[config.mk]
export PLATFORM = sky130hd
export DESIGN_NAME = srdb_victim
export DESIGN_NICKNAME = d
export VERILOG_FILES = /design/src/sv/srdb_pkg.sv /design/src/sv/srdb_victim.sv
export SDC_FILE = /design/constraint.sdc
export NUM_CORES = 1
export LEC_CHECK = 0
export BUFFER_PORTS_ARGS = -buffer_cell sky130_fd_sc_hd__clkbuf_2
export CAP_MARGIN = 25
export CORE_UTILIZATION = 40
export DETAILED_ROUTE_END_ITERATION = 8
export PLACE_DENSITY = 0.79
export SYNTH_ARGS = -nofsm -noshare
export SYNTH_HDL_FRONTEND = slang
export SYNTH_SLANG_ARGS = --single-unit
[constraint.sdc]
create_clock -name vclk -period 3.94
set_input_delay 0.591 -clock vclk [all_inputs]
set_output_delay 0.591 -clock vclk [all_outputs]
set_load 0.005 [all_outputs]
[src/sv/srdb_pkg.sv]
package srdb_pkg;

  // Default geometry
  localparam int DEF_NUM_SETS       = 2048;
  localparam int DEF_NUM_WAYS       = 16;
  localparam int DEF_SIG_ENTRIES    = 64;
  localparam int DEF_SELECTOR_WIDTH = 10;
  localparam int DEF_LEADER_SETS    = 32;

  // Field widths of the channels
  localparam int SET_IN_W = 11;
  localparam int WAY_IN_W = 4;
  localparam int PC_W     = 8;
  localparam int SIG_RAW_W = 6;

  // Access counter and decay period register
  localparam int CNT_W        = 20;
  localparam int DECAY_W      = 5;
  localparam logic [DECAY_W-1:0] DECAY_RESET = 5'd11;
  localparam logic [DECAY_W-1:0] DECAY_MAX   = 5'd20;

  // Re-reference values and 2-bit counter levels
  localparam logic [1:0] RRPV_NEAR  = 2'd0;
  localparam logic [1:0] RRPV_LONG  = 2'd2;
  localparam logic [1:0] RRPV_DIST  = 2'd3;
  localparam logic [1:0] CTR_MAX    = 2'd3;
  localparam logic [1:0] CTR_HOT    = 2'd2;
  localparam logic [1:0] SIG_CTR_RESET = 2'd1;

  // Item kinds
  localparam logic FUNC_QUERY  = 1'b0;
  localparam logic FUNC_UPDATE = 1'b1;

endpackage

[src/sv/srdb_victim.sv]
module srdb_victim #(
  parameter int NUM_WAYS = srdb_pkg::DEF_NUM_WAYS,
  parameter int WW       = $clog2(NUM_WAYS)
) (
  input  logic [NUM_WAYS-1:0][1:0] rrpv,
  output logic [NUM_WAYS-1:0][1:0] aged,
  output logic                     need_age,
  output logic [WW-1:0]            victim
);
  import srdb_pkg::*;

  logic [3:0] seen;
  logic [1:0] top;
  logic [1:0] add;

  // Which levels occur in the set
  always_comb begin
    seen = '0;
    for (int w = 0; w < NUM_WAYS; w++) begin
      seen[rrpv[w]] = 1'b1;
    end
  end

  // Highest level present, and the aging step that lifts it to distant
  always_comb begin
    if (seen[3]) top = 2'd3;
    else if (seen[2]) top = 2'd2;
    else if (seen[1]) top = 2'd1;
    else top = 2'd0;
    add = RRPV_DIST - top;
    need_age = (add != 2'd0);
  end

  // Aged row and lowest-numbered way at the top level
  always_comb begin
    victim = '0;
    for (int w = NUM_WAYS - 1; w >= 0; w--) begin
      aged[w] = rrpv[w] + add;
      if (rrpv[w] == top) victim = WW'(w);
    end
  end

endmodule

==> flow_summary.yaml, run 1 <==
outcome:
  outcome: "complete, no violations"
yosys:
  synth_cell_types: 34
  ys_seq_area_frac: 0
  synthCells: 149
  syn_avg_cell_area_um2: 7.180
  ys_warn_count: 0
  synth_common_cells: "inv_1, nor2_1, ha_1, xnor2_1, nand2b_1"
  synth.top_cell.area_share: 0.1871
  synth_area_leader_cell: "ha_1"
  syn_area_um2: 1070
  synth_fp_nets: 197
  synthTopCellsByArea: "ha_1, xnor2_1, nand2b_1"
routing:
  wl_per_cell_um: 13.64
  via_count: 1403
  drt_iter0_markers: 37
  drt-met1-wl_um: 1539
  dr.max_layer_used: "met4"
  wl_met2_um: 1487
  wl_met3_um: 323
  final_antenna_net_count: 0
  drt-total-wl_um: 3370
  viasPerCell: 5.680
  first_pass_iters: 4
  route.detailed.drc: 0
setup_path:
  startpoint_type: "primary input"
  criticalPathCategory: "in -> out"
  crit_path_top_delay_cell: "a221oi_1"
  cp.depth: 12
  crit_chain: "clkbuf_2 -> a22o_1 -> a221oi_1 -> and4_4 -> a21boi_1 -> buf_4 -> ha_1 -> o21ai_0 -> a21boi_0 -> a21oi_1 -> o41ai_1 -> clkbuf_2"
  cp_common_cell: "clkbuf_2"
  crit_start: "rrpv[3]"
  endpoint_kind: "output port"
  endpoint: "victim[0]"
  worst-path-max-fanout: 11
  critPathArrivalTime_ps: 3070
  max_stage_delay_ps: 280
  path_buf_inv: 3
  path_delay_family: "compound AO/OA/AOI/OAI gates"
  required_ps: 3350
run:
  max_cap_violations: 0
layout:
  ff_latch_area_um2: 0
  multiInputGateArea_um2: 962.2
  nClkBuffers: 0
  fill_cells: 257
  nets: 267
  drive_gt1_frac: 0.3502
  nFlopsAndLatches: 0
  diodes: 0
  instances_no_fill: 247
  area_growth_pct: 33.80
global_route:
  grt_use_total: 0.2398
  grt_pass1_wl_um: 5237
  antenna_found_initial: 0
  first_global_vias: 1167
  grt_overflow_total: 0
  grt_start_max_net_pins: 30
place:
  post-place-ws_ps: 294.0
  dp_hpwl_um: 2881
  io_buffer_count: 69
  globalplace.congestion: 0.9298
  placed_cells: 247
pwr:
  power_density_nw_per_um2: 99.27
  ir_worst_vdd_v: 0.00006174
  power_leakage_nw: 0.7591
die:
  floorplan.initialDensity: 0.4279
  ios: 69
  core_area_um2: 2500
  fp-row-count: 18
  die_w_um: 53.72
  die_area_um2: 2885
  die_y_um: 53.72
sta:
  setup-violations-final: 0
  tns_ps: 0
  period_needed_ps: 3665
  fin_ws_ps: 274.8
  fmax_mhz: 272.8
  period_share: 0.9303
  maxSlewHeadroom: 0.6818
  worst-slew-pin-transition_ps: 472.3
  hold_violations: 0
  finalMaxSlewViolations: 0
  rsz0062_at_grt: "false"
cts:
  cts_hold_buf: 0
  postCtsSetupRepairBufs: 0
  cts_resized: 0
min_path:
  worstHoldPathType: "in -> out"
final cells by class:
cell class	count	area share
Timing Repair Buffer	72	0.2570
Inverter	17	0.04458
Multi-Input combinational cell	128	0.6722
Tap cell	30	0.02622
metrics by stage:
stage / total power (W) / instance area (um^2) / utilization / hold slack, ps
final: 0.0001421 / 1431 / 0.5726 / 1554
after global routing: 0.0001577 / 1431 / 0.5726 / 1583
after CTS: 0.0001416 / 1431 / 0.5726 / 1555
after detailed placement: 0.0001406 / 1431 / 0.5726 / 1554
after global placement: 0.0001406 / 1431 / 0.5726 / 1551
after floorplan: 0.00007482 / 1070 / - / 1312
placed cells by master, fill, tap and decap left out, types with 2 or more instances in the layout:
cell	instances
ha_1	16
inv_1	17
o21ai_1	5
o2111ai_1	4
a21oi_1	2
nor2_1	17
o211ai_1	3
nand3_1	2
nand2b_1	13
nor4_1	2
o21a_1	7
and4b_1	2
nand2_1	3
a22o_1	4
o22ai_1	6
a221oi_1	6
xnor2_1	16
a211oi_1	2
buf_4	3
o21ai_0	5
clkbuf_2	69
nand4_1	2
power by group:
group	internal [W]	switching, W	leakage, nW
registers	0	0	0
clock network	0	0	0
logic	0.0000679	0.0000742	0.759
routing by layer:
metal | global-route usage | up-vias
met5 | 0 | -
met4 | 0.03509 | 0
met3 | 0.03390 | 2
met2 | 0.3909 | 75
met1 | 0.3350 | 627
li1 | - | 699
worst min path at each step:
stage / from / end / slack (ps) / cells after the start
3_5_place_dp: rrpv[0] / aged[0] / 1550 / 3
6_report: rrpv[0] / aged[0] / 1550 / 3
3_3_place_gp: rrpv[12] / aged[12] / 1550 / 3
2_1_floorplan: rrpv[0] / aged[0] / 1310 / 1
5_1_grt: rrpv[0] / aged[0] / 1580 / 3
4_1_cts: rrpv[0] / aged[0] / 1560 / 3
kinds of logic after synthesis:
group | Yosys count | share of synthesized area
AOI/OAI and AO/OA | 52 | 0.3579
adders and majority gates | 16 | 0.1871
and+or+nand+nor | 44 | 0.2234
buffers and inverters | 21 | 0.1006
xor gates and xnor gates | 16 | 0.1310
tightest hold or removal path: cells and delay by family:
| family | cells | cell delay [ps] |
|---|---|---|
| adders and majority gates | 1 | 150 |
| buffers and inverters | 2 | 230 |
Note: power is estimated with default switching activity, not from simulation.
==> run 2, diff against run 1 <==
--- a/config.mk
+++ b/config.mk
@@ -7,9 +7,11 @@
 export LEC_CHECK = 0
 export BUFFER_PORTS_ARGS = -buffer_cell sky130_fd_sc_hd__clkbuf_2
 export CAP_MARGIN = 25
-export CORE_UTILIZATION = 40
+export CELL_PAD_IN_SITES_DETAIL_PLACEMENT = 1
+export CELL_PAD_IN_SITES_GLOBAL_PLACEMENT = 2
+export CORE_UTILIZATION = 20
 export DETAILED_ROUTE_END_ITERATION = 8
-export PLACE_DENSITY = 0.79
+export PLACE_DENSITY_LB_ADDON = 0.1
 export SYNTH_ARGS = -nofsm -noshare
 export SYNTH_HDL_FRONTEND = slang
 export SYNTH_SLANG_ARGS = --single-unit
==> flow_summary.yaml, run 2 (same netlist as run 1, synthesis figures left out) <==
run:
  max_cap_violations: 0
sta:
  finalMaxSlewViolations: 0
  period_share: 0.9685
  tns_ps: 0
  worst-slew-pin-transition_ps: 506.8
  fmax_mhz: 262.1
  maxSlewHeadroom: 0.6585
  setup-violations-final: 0
  hold_violations: 0
  period_needed_ps: 3816
  rsz0062_at_grt: "false"
outcome:
  outcome: "complete, no violations"
die:
  die_area_um2: 5645
  core_area_um2: 5140
  ios: 69
  die_w_um: 75.14
  fp-row-count: 26
  floorplan.initialDensity: 0.2081
  die_y_um: 75.14
layout:
  final_common_cell: "clkbuf_2"
  fill_cells: 696
  nets: 267
  diodes: 0
  drive_gt1_frac: 0.3548
  ff_latch_area_um2: 0
  utilization: 0.2889
  nClkBuffers: 0
  final_cell_mix: "clkbuf_2, inv_1, nor2_1"
  multiInputGateArea_um2: 965.9
  nFlopsAndLatches: 0
  area_growth_pct: 38.83
global_route:
  grt_use_total: 0.1656
  grt_pass1_wl_um: 7169
  grt_start_max_net_pins: 29
  grt_overflow_total: 0
  antenna_found_initial: 0
  first_global_vias: 1425
place:
  dp_hpwl_um: 4005
  io_buffer_count: 69
  globalplace.congestion: 0.8022
routing:
  route.detailed.drc: 0
  via_count: 1412
  drt-total-wl_um: 4601
  viasPerCell: 4.920
  final_antenna_net_count: 0
  first_pass_iters: 4
  wl_per_cell_um: 16.03
  drt_iter0_markers: 45
setup_path:
  critPathArrivalTime_ps: 3230
  worst-path-max-fanout: 7
  required_ps: 3350
  criticalPathCategory: "in -> out"
  startpoint_type: "primary input"
  endpoint_kind: "output port"
pwr:
  power_leakage_nw: 0.7600
  total_power_w: 0.0001495
  ir_worst_vdd_v: 0.00002880
  power_density_nw_per_um2: 100.7
cts:
  cts_hold_buf: 0
  postCtsSetupRepairBufs: 0
  cts_resized: 0
min_path:
  worstHoldPathType: "in -> out"
[run 2: stage by stage]
stage          instances  setup slack (ps)  hold slack [ps]  cell area [um^2]
2_1_floorplan        149             294.7             1312              1070
3_3_place_gp         287             191.5             1563              1481
3_5_place_dp         287             105.0             1566              1481
4_1_cts              287             87.94             1566              1481
5_1_grt              287             3.082             1589              1485
6_report             287             124.0             1561              1485
[run 2: final timing paths]
path  slack, ps  cells after the start      from        end
max         120                     12  rrpv[13]  victim[2]
min        1560                      3   rrpv[4]    aged[4]
[run 2: cell type report]
cell class | count | area share
inverter | 17 | 0.04297
tap | 70 | 0.05897
timing repair buffer | 72 | 0.2477
multi-input combinational | 128 | 0.6504
[run 2: power breakdown]
group          leakage (nW)  internal, W  switching [W]
logic                 0.760    0.0000684      0.0000811
clock network             0            0              0
registers                 0            0              0
[run 2: per-layer routing]
| layer | share of wire | vias to the layer above | track usage |
|---|---|---|---|
| met5 | 0 | - | 0 |
| met2 | 0.48 | 40 | 0.3073 |
| met3 | 0.038 | 2 | 0.008032 |
| met1 | 0.47 | 671 | 0.2206 |
| met4 | 0.0070 | 0 | 0.01029 |
| li1 | - | 699 | - |
[run 2: worst max-delay path: stages]
cell and delay [ps]:
clkbuf_2 130, a22o_1 250, a221oi_1 280, and4_4 280
a21boi_1 210, buf_4 220, ha_1 280, o21ai_0 160
and4b_1 280, nand2b_1 60, a41oi_1 290, clkbuf_2 170
